$ cat src/rtl/camera_ray_direction_macros.svh
// Assertion helpers for the top-level file, which checks its own logic.
`ifndef CAMERA_RAY_DIRECTION_MACROS_SVH
`define CAMERA_RAY_DIRECTION_MACROS_SVH

// Same-cycle implication, checked outside reset.
`define CRD_ASSERT_NOW(label, cond, prop) \
	label: assert property (@(posedge clk) disable iff (!arst_n) (cond) |-> (prop)) \
		else $error("check failed: label");

// Next-cycle implication, checked outside reset.
`define CRD_ASSERT_NEXT(label, cond, prop) \
	label: assert property (@(posedge clk) disable iff (!arst_n) (cond) |=> (prop)) \
		else $error("check failed: label");

`endif

$ cat src/rtl/crd_pkg.sv
package crd_pkg;

	localparam int COMP_W = 20;
	localparam int VEC_W = 3 * COMP_W;
	localparam int COORD_W = 16;
	localparam int PROD_W = 37;
	localparam int MAG_W = 38;
	localparam int POS_W = 6;
	localparam int NRM_W = 30;
	localparam int SQR_W = 60;
	localparam int SUM_W = 62;
	localparam int RAD_W = 64;
	localparam int ROOT_W = 32;
	localparam int REM_W = 36;
	localparam int LEN_W = 31;
	localparam int Q_W = 15;
	localparam int NUM_W = 45;
	localparam int DIR_W = 16;
	localparam int SQRT_STAGES = 16;
	localparam int DIV_STAGES = 5;
	localparam int DIV_STEPS = 3;

	localparam logic [1:0] REG_ORIGIN = 2'd0;
	localparam logic [1:0] REG_LOWER_LEFT = 2'd1;
	localparam logic [1:0] REG_HORIZONTAL = 2'd2;
	localparam logic [1:0] REG_VERTICAL = 2'd3;

	typedef logic signed [COMP_W-1:0] comp_t;
	typedef comp_t [2:0] vec_t;

	typedef struct packed {
		vec_t o;
		vec_t ll;
		vec_t h;
		vec_t vt;
	} cam_t;

	typedef struct packed {
		logic [2:0][NRM_W-1:0] mag;
		logic [2:0] neg;
		logic degen;
	} side_t;

	typedef struct packed {
		logic [RAD_W-1:0] rad;
		logic [ROOT_W-1:0] root;
		logic [REM_W-1:0] rem;
	} sqrt_t;

	typedef struct packed {
		logic [LEN_W-1:0] r;
		logic [Q_W-1:0] nq;
	} div_t;

	typedef div_t [2:0] lanes_t;

endpackage

$ cat src/rtl/crd_sqrt_stage.sv
module crd_sqrt_stage (
	input  logic clk,
	input  logic arst_n,
	input  logic en,
	input  logic v_in,
	input  crd_pkg::sqrt_t st_in,
	input  crd_pkg::side_t side_in,
	output logic v_out,
	output crd_pkg::sqrt_t st_q,
	output crd_pkg::side_t side_q
);
	crd_pkg::sqrt_t nxt;

	// Two digits of the restoring square root, two radicand bits each.
	always_comb begin
		logic [crd_pkg::REM_W-1:0] t;
		nxt = st_in;
		for (int k = 0; k < 2; k++) begin
			nxt.rem = {nxt.rem[crd_pkg::REM_W-3:0], nxt.rad[crd_pkg::RAD_W-1 -: 2]};
			nxt.rad = {nxt.rad[crd_pkg::RAD_W-3:0], 2'b00};
			t = crd_pkg::REM_W'({nxt.root, 2'b01});
			if (nxt.rem >= t) begin
				nxt.rem = nxt.rem - t;
				nxt.root = {nxt.root[crd_pkg::ROOT_W-2:0], 1'b1};
			end else begin
				nxt.root = {nxt.root[crd_pkg::ROOT_W-2:0], 1'b0};
			end
		end
	end

	always_ff @(posedge clk or negedge arst_n) begin
		if (!arst_n) begin
			v_out <= 1'b0;
		end else if (en) begin
			v_out <= v_in;
		end
	end

	always_ff @(posedge clk) begin
		if (en) begin
			st_q <= nxt;
			side_q <= side_in;
		end
	end
endmodule

$ cat config.mk
export PLATFORM = sky130hd
export DESIGN_NAME = crd_sqrt_stage
export DESIGN_NICKNAME = d
export VERILOG_FILES = /design/src/rtl/camera_ray_direction_macros.svh /design/src/rtl/crd_pkg.sv /design/src/rtl/crd_sqrt_stage.sv
export SDC_FILE = /design/constraint.sdc
export NUM_CORES = 1
export LEC_CHECK = 0
export BUFFER_PORTS_ARGS = -buffer_cell sky130_fd_sc_hd__clkbuf_2
export CAP_MARGIN = 20
export CORE_AREA = 2 2 179 181
export CTS_BUF_LIST = sky130_fd_sc_hd__clkbuf_4 sky130_fd_sc_hd__clkbuf_8 sky130_fd_sc_hd__clkbuf_16
export CTS_CLUSTER_SIZE = 25
export DETAILED_ROUTE_END_ITERATION = 12
export DIE_AREA = 0 0 181 183
export PLACE_DENSITY_LB_ADDON = 0.3
export SYNTH_ARGS = -nofsm -noshare
export SYNTH_HDL_FRONTEND = slang
export SYNTH_SLANG_ARGS = --single-unit
$ cat constraint.sdc
create_clock -name clk -period 1.1 [get_ports clk]
set_input_delay 0.33 -clock clk [delete_from_list [all_inputs] [get_ports clk]]
set_output_delay 0.33 -clock clk [all_outputs]
set_load 0.02 [all_outputs]
==> results of run 1 <==
[synth_stat cells (all sizes together) (6+ instances only)]
| cell type | count | area share |
|---|---|---|
| a21oi | 73 | 0.032 |
| a21o | 42 | 0.027 |
| nor3 | 7 | 0.0030 |
| nor2 | 34 | 0.012 |
| nand3 | 13 | 0.0065 |
| o21a | 8 | 0.0052 |
| or2 | 7 | 0.0038 |
| a211oi | 8 | 0.0052 |
| clkbuf | 21 | 0.0070 |
| o21bai | 11 | 0.0072 |
| ha | 68 | 0.074 |
| xnor2 | 51 | 0.039 |
| a31oi | 6 | 0.0046 |
| inv | 51 | 0.017 |
| nand4 | 16 | 0.0087 |
| o211ai | 7 | 0.0050 |
| nor2b | 15 | 0.0082 |
| edfxtp | 222 | 0.58 |
| mux2 | 21 | 0.023 |
| buf | 12 | 0.0078 |
| o21ai | 75 | 0.034 |
| xor2 | 14 | 0.011 |
| nand2 | 91 | 0.030 |
| nand2b | 9 | 0.0049 |
[registers in the layout, indices dropped and copies added (netlist names)]
signal  cells
side_q     94
st_q      128
v_out       1
[stage by stage]
stage                     instance area (sq um)  utilization  hold slack [ps]  worst slack (ps)  setup TNS, ps
after global routing                      21600        0.693            -2.34             -3660        -207220
after global placement                    16800        0.536              121             -4550        -174570
final                                     21600        0.693             7.66             -3480        -193000
after CTS                                 20200        0.648           0.0150             -3500        -196590
after floorplan                           11800            -             34.4             -3980        -131530
after detailed placement                  16800        0.536              122             -4630        -178430
[cell families (layout without fill, tap and decap cells)]
family	after synthesis	count (layout)	synth area share
simple gates	208	208	0.0868
fa+ha+maj	68	68	0.0739
compound gates	263	263	0.149
other cells	1	9	0.000326
xor+xnor	65	65	0.0495
flops	223	223	0.581
mux	25	25	0.0277
buf+inv	84	1077	0.0316
[what timing repair did]
item | 4_1_cts | 5_1_grt
setup buffers | 24 | 22
pin swaps | 48 | 52
endpoints found under the hold margin | 170 | 0
hold buffers | 170 | 0
cloned | 2 | 1
gates resized for setup | 145 | 547
setup endpoints to repair | 261 | 261
[routing by layer]
metal,share of wire,up-vias,GRT usage
li1,-,5485,-
met1,0.38,5622,0.298
met2,0.51,505,0.471
met3,0.061,131,0.0447
met4,0.047,2,0.109
met5,0.00027,-,0
[cell type report]
type | count | area (sq um) | area share
Antenna cell | 5 | 12.5 | 0.000578
Clock buffer | 33 | 704 | 0.0326
Clock inverter | 10 | 166 | 0.00769
Inverter | 51 | 238 | 0.0110
Multi-Input combinational cell | 633 | 5280 | 0.244
Sequential cell | 223 | 6690 | 0.309
Tap cell | 402 | 503 | 0.0232
Timing Repair Buffer | 981 | 8020 | 0.371
Timing Repair inverter | 2 | 22.5 | 0.00104
[final timing paths]
path,start,cells past startpoint,slack [ps],to
max,st_in[4],23,-3480,st_q[32]
min,st_in[62],1,8,st_q[64]
max reg2reg,v_out,1,320,v_out
min reg2reg,v_out,1,570,v_out
max in group asynchronous,arst_n,2,840,v_out
min in group asynchronous,arst_n,2,160,v_out
[power breakdown]
part	leakage (nW)	internal [mW]	switching (mW)
registers	2.18	10.8	0.519
clock network	0.429	5.45	3.44
logic	7.09	8.04	7.44
==> metrics.csv, run 1 <==
stage,metric,value,unit
detailed_routing,Post-DRT Antenna Nets,0,
worst_setup_path,cell family with most CP delay,compound AO/OA/AOI/OAI gates,
clocking,H-Tree Level Count,1,
final_layout,Layout Cells excl Fill,2340,
worst_setup_path,CP dominant cell by count,a21o_1,
power_and_ir_drop,pwr dens,1650,nW/um^2
clocking,Max Buffers Root-to-Sink,3,
final_layout,Fillers,2159,
place,port bufs,450,
yosys,sequential cell area fraction in the yosys report,0.581,
outcome,run status,"finished, violations left",
worst_setup_path,Critical Path End Type,register,
sta,final period utilization,4.17,
detailed_routing,initial drt markers,755,
worst_setup_path,CP peak stage delay,380,ps
yosys,Synth cell types,72,
worst_setup_path,CP max stage cell,a211o_4,
yosys,Post-synth EDFFs,222,
place,GPL Wtd Cong,0.918,
grt,GRT overflow,0,
sta,Worst Max-Slew Pin Slew,580,ps
detailed_routing,DR WL/cell,20.4,microns
final_layout,layout cells sized above 1,0.526,
die,# IOs,457,
die,Site Rows,65,
final_layout,most frequent cells in the layout,"buf_4, clkbuf_2, edfxtp_1",
yosys,post-synthesis average cell area,12.3,sq um
detailed_routing,final wirelength,47600,microns
sta,Slew Limit Fails,0,
sta,Setup Skew,0,ps
sta,post-route minimum period,4580,ps
final_layout,"most common cell after layout, fill and taps aside",buf_4,
grt,initial antenna violation count,6,
die,chip height,183,microns
power_and_ir_drop,Max IR drop VDD,1360,uV
yosys,number of synthesized register bits,223,
place,DPL Wire Length,32600,microns
grt,Total Routing Usage GR,0.257,
yosys,Synth Flop Type,edfxtp_1,
clocking,clock-pin slew on the worst setup and hold paths,60,ps
clocking,root buffer cell,clkbuf_16,
yosys,Synth Warn #,0,
worst_setup_path,worst path bufs/invs,4,
clocking,CTS buffer count,25,
grt,largest net degree at the start of global routing,47,
grt,first-pass GRT wire length,66000,microns
die,Core Area,31200,sq um
die,Die X,181,microns
power_and_ir_drop,overall power,35.7,mW
detailed_routing,drt pass-1 iters,5,
sta,Achievable Freq,218,MHz
worst_hold_path,Hold Crit Class,in -> reg,
worst_setup_path,Worst setup SP type,input pin,
clocking,CTS sink cnt,223,
die,die area,33100,sq um
die,Initial Utilization,0.369,
yosys,asr flop ratio synth,0.00448,
sta,Final Hold Viols,0,
clocking,Worst-Skew Late Latency,520,ps
job,Max Cap Viol,0,
worst_setup_path,worst path cell trace,clkbuf_8 > ha_4 > a21o_1 > a211o_4 > a21o_1 > o21a_1 > or2_4 > buf_4 > a31oi_1 > xor2_1 > o21ai_1 > ha_1 > a21o_1 > a21o_1 > a21oi_1 > o21bai_1 > nor2b_2 > a31oi_1 > nand3_2 > o21ai_4 > buf_12 > inv_16 > mux2_4,
power_and_ir_drop,Leak,9.70,nW
sta,final setup margin,-3480,ps
final_layout,final net count,2215,
clocking,CTS tree,built,
worst_setup_path,WS Path Type,in -> reg,
sta,RSZ-0062 raised after global routing,true,
grt,vias in the first global route,11800,
final_layout,Area Growth Syn to Fin,88.0,%
worst_setup_path,Max Fanout on Critical Path,9,
place,Cells after DPL,2074,
worst_setup_path,"Arr. time, crit path",4850,ps
worst_setup_path,Critical Path RT,1360,ps
yosys,Cells after Synth,937,
sta,Rel. slew slack,0.609,
outcome,failing checks,negative setup slack,
detailed_routing,Vias/cell,5.02,
yosys,synthesized area,11500,sq um
detailed_routing,Remaining DRCs,0,
sta,Setup-failing EPs final,261,
detailed_routing,Vias,11700,
No activity file was read; power rests on OpenSTA's default activity.
==> inputs of run 2 (changes only) <==
- PLACE_DENSITY: unset -> 0.72
- PLACE_DENSITY_LB_ADDON: 0.3 -> unset
==> metrics.csv, run 2 (same netlist as run 1, synthesis figures left out) <==
stage,metric,value,unit
worst_setup_path,Critical Path End Type,register,
die,Site Rows,65,
place,Cells after DPL,2073,
power_and_ir_drop,Int Pwr,23.4,mW
sta,final setup margin,-3730,ps
sta,Setup Skew,0,ps
final_layout,Reg with most FFs,st_q,
worst_hold_path,Hold Crit Class,in -> reg,
outcome,failing checks,negative setup slack,
power_and_ir_drop,switching share of power,0.332,
sta,RSZ-0062 raised after global routing,true,
sta,post-route minimum period,4830,ps
grt,first-pass GRT wire length,67800,microns
place,GPL Wtd Cong,0.922,
worst_setup_path,worst path bufs/invs,4,
die,Initial Utilization,0.369,
detailed_routing,DR WL/cell,21.0,microns
detailed_routing,Post-DRT Antenna Nets,0,
final_layout,Area Growth Syn to Fin,85.5,%
detailed_routing,Vias/cell,5.12,
clocking,Worst-Skew Late Latency,520,ps
place,port bufs,450,
die,Core Area,31200,sq um
job,Max Cap Viol,0,
grt,largest net degree at the start of global routing,38,
clocking,CTS buffer count,24,
worst_setup_path,Critical Path RT,1370,ps
worst_setup_path,worst setup path start,st_in[58],
die,Die X,181,microns
power_and_ir_drop,clock share of power,0.237,
outcome,run status,"finished, violations left",
place,"worst slack, placed",-4510,ps
clocking,clock-pin slew on the worst setup and hold paths,60,ps
die,chip height,183,microns
worst_setup_path,CP max stage cell,nor4_4,
final_layout,Layout Cells excl Fill,2334,
worst_setup_path,Worst setup SP type,input pin,
worst_setup_path,Max Fanout on Critical Path,6,
sta,final period utilization,4.39,
die,die area,33100,sq um
worst_setup_path,reg-to-reg startpoint,v_out,
worst_setup_path,WS Path Type,in -> reg,
power_and_ir_drop,pwr dens,1640,nW/um^2
final_layout,"most common cell after layout, fill and taps aside",buf_4,
sta,Final Hold Viols,0,
grt,Total Routing Usage GR,0.265,
clocking,CTS tree,built,
final_layout,most frequent cells in the layout,"buf_4, clkbuf_2, edfxtp_1",
power_and_ir_drop,Sw Pwr,11.6,mW
clocking,CTS sink cnt,223,
detailed_routing,initial drt markers,789,
sta,setup TNS,-199850,ps
worst_setup_path,cell family with most CP delay,compound AO/OA/AOI/OAI gates,
detailed_routing,Vias,11900,
detailed_routing,Remaining DRCs,0,
grt,GRT overflow,0,
power_and_ir_drop,Max IR drop VDD,1470,uV
sta,Achievable Freq,207,MHz
worst_setup_path,worst path cell trace,clkbuf_2 > inv_1 > ha_1 > nand4_1 > nor4_4 > a31oi_2 > o211ai_1 > or2_4 > buf_4 > mux2_4 > ha_4 > o21a_1 > o21bai_4 > a211oi_4 > buf_4 > a221oi_4 > o31ai_4 > a41oi_2 > o21ai_2 > a211o_1 > a21o_1 > a21oi_2 > xnor2_1 > mux2_4,
final_layout,top flop regs,"st_q x128, side_q x94, v_out x1",
sta,Slew Limit Fails,0,
clocking,Max Buffers Root-to-Sink,3,
detailed_routing,drt pass-1 iters,5,
final_layout,final net count,2206,
sta,Setup-failing EPs final,261,
worst_hold_path,Hold Path Origin,st_in[40],
power_and_ir_drop,sequential power share,0.327,
final_layout,Largest register FFs,128,
grt,initial antenna violation count,5,
worst_setup_path,"Arr. time, crit path",5100,ps
final_layout,Post-Route Utilization,0.684,
power_and_ir_drop,Leak,9.68,nW
place,DPL Wire Length,32500,microns
final_layout,layout cells sized above 1,0.501,
die,# IOs,457,
worst_setup_path,CP peak stage delay,410,ps
grt,vias in the first global route,12100,
detailed_routing,final wirelength,49000,microns
clocking,root buffer cell,clkbuf_16,
clocking,H-Tree Level Count,1,
power_and_ir_drop,combinational cell fraction of total power,0.435,
-- run 2: cell count changes in the layout (fill, tap and decap cells not counted), sizes merged, moves of 3 or more --
| cell | previous run | this run |
|---|---|---|
| buf | 548 | 544 |
| dlygate4sd3 | 170 | 173 |
| clkbuf | 296 | 287 |
| bufinv | 4 | 1 |
| clkinv | 1 | 7 |
-- run 2: worst paths after layout --
check	end	slack, ps	depth (start not counted)
min in group asynchronous	v_out	160	2
hold reg to reg	v_out	650	1
hold / removal	st_q[42]	20	1
max in group asynchronous	v_out	840	2
setup / recovery	st_q[33]	-3730	24
setup reg to reg	v_out	250	1
-- run 2: routing by layer --
layer / global-route usage / part of all wire
met1: 0.299 / 0.36
met2: 0.481 / 0.51
met3: 0.0488 / 0.072
met4: 0.132 / 0.061
met5: 0 / 0
-- run 2: area by class of cell --
| cell class | count | area (sq um) |
|---|---|---|
| diodes | 6 | 15.0 |
| clock buffers | 30 | 669 |
| clock inverters | 14 | 126 |
| fillers | 2106 | 9880 |
| inverters | 51 | 229 |
| multi-input cells | 633 | 5080 |
| flip-flops and latches | 223 | 6690 |
| well taps | 402 | 503 |
| repair buffers | 974 | 8030 |
| repair inverters | 1 | 6.26 |
-- run 2: power groups by stage --
stage / Sequential [mW] / Combinational [mW] / Clock, mW
6_report: 11.5 / 15.2 / 8.30
5_1_grt: 11.5 / 16.1 / 8.76
4_1_cts: 11.2 / 13.4 / 8.34
3_5_place_dp: 11.4 / 12.1 / 0
3_3_place_gp: 11.4 / 11.9 / 0
2_1_floorplan: 12.7 / 5.28 / 0
-- run 2: metrics by stage --
| stage | power, mW | hold WS [ps] | area [sq um] |
|---|---|---|---|
| floorplan | 18.0 | 34.4 | 11800 |
| global placement | 23.3 | 125 | 16800 |
| detailed placement | 23.4 | 131 | 16800 |
| CTS | 33.0 | 0.426 | 20000 |
| global route | 36.4 | 4.46 | 21300 |
| finish | 35.0 | 19.8 | 21400 |
-- run 2: timing repair --
| item | 4_1_cts | 5_1_grt |
|---|---|---|
| endpoints found under the setup margin | 261 | 261 |
| pin swaps | 40 | 40 |
| hold endpoints to repair | 173 | 0 |
| setup buffers | 18 | 21 |
| hold buffers | 173 | 0 |
| cloned | 1 | 1 |
| gates resized for setup | 131 | 540 |
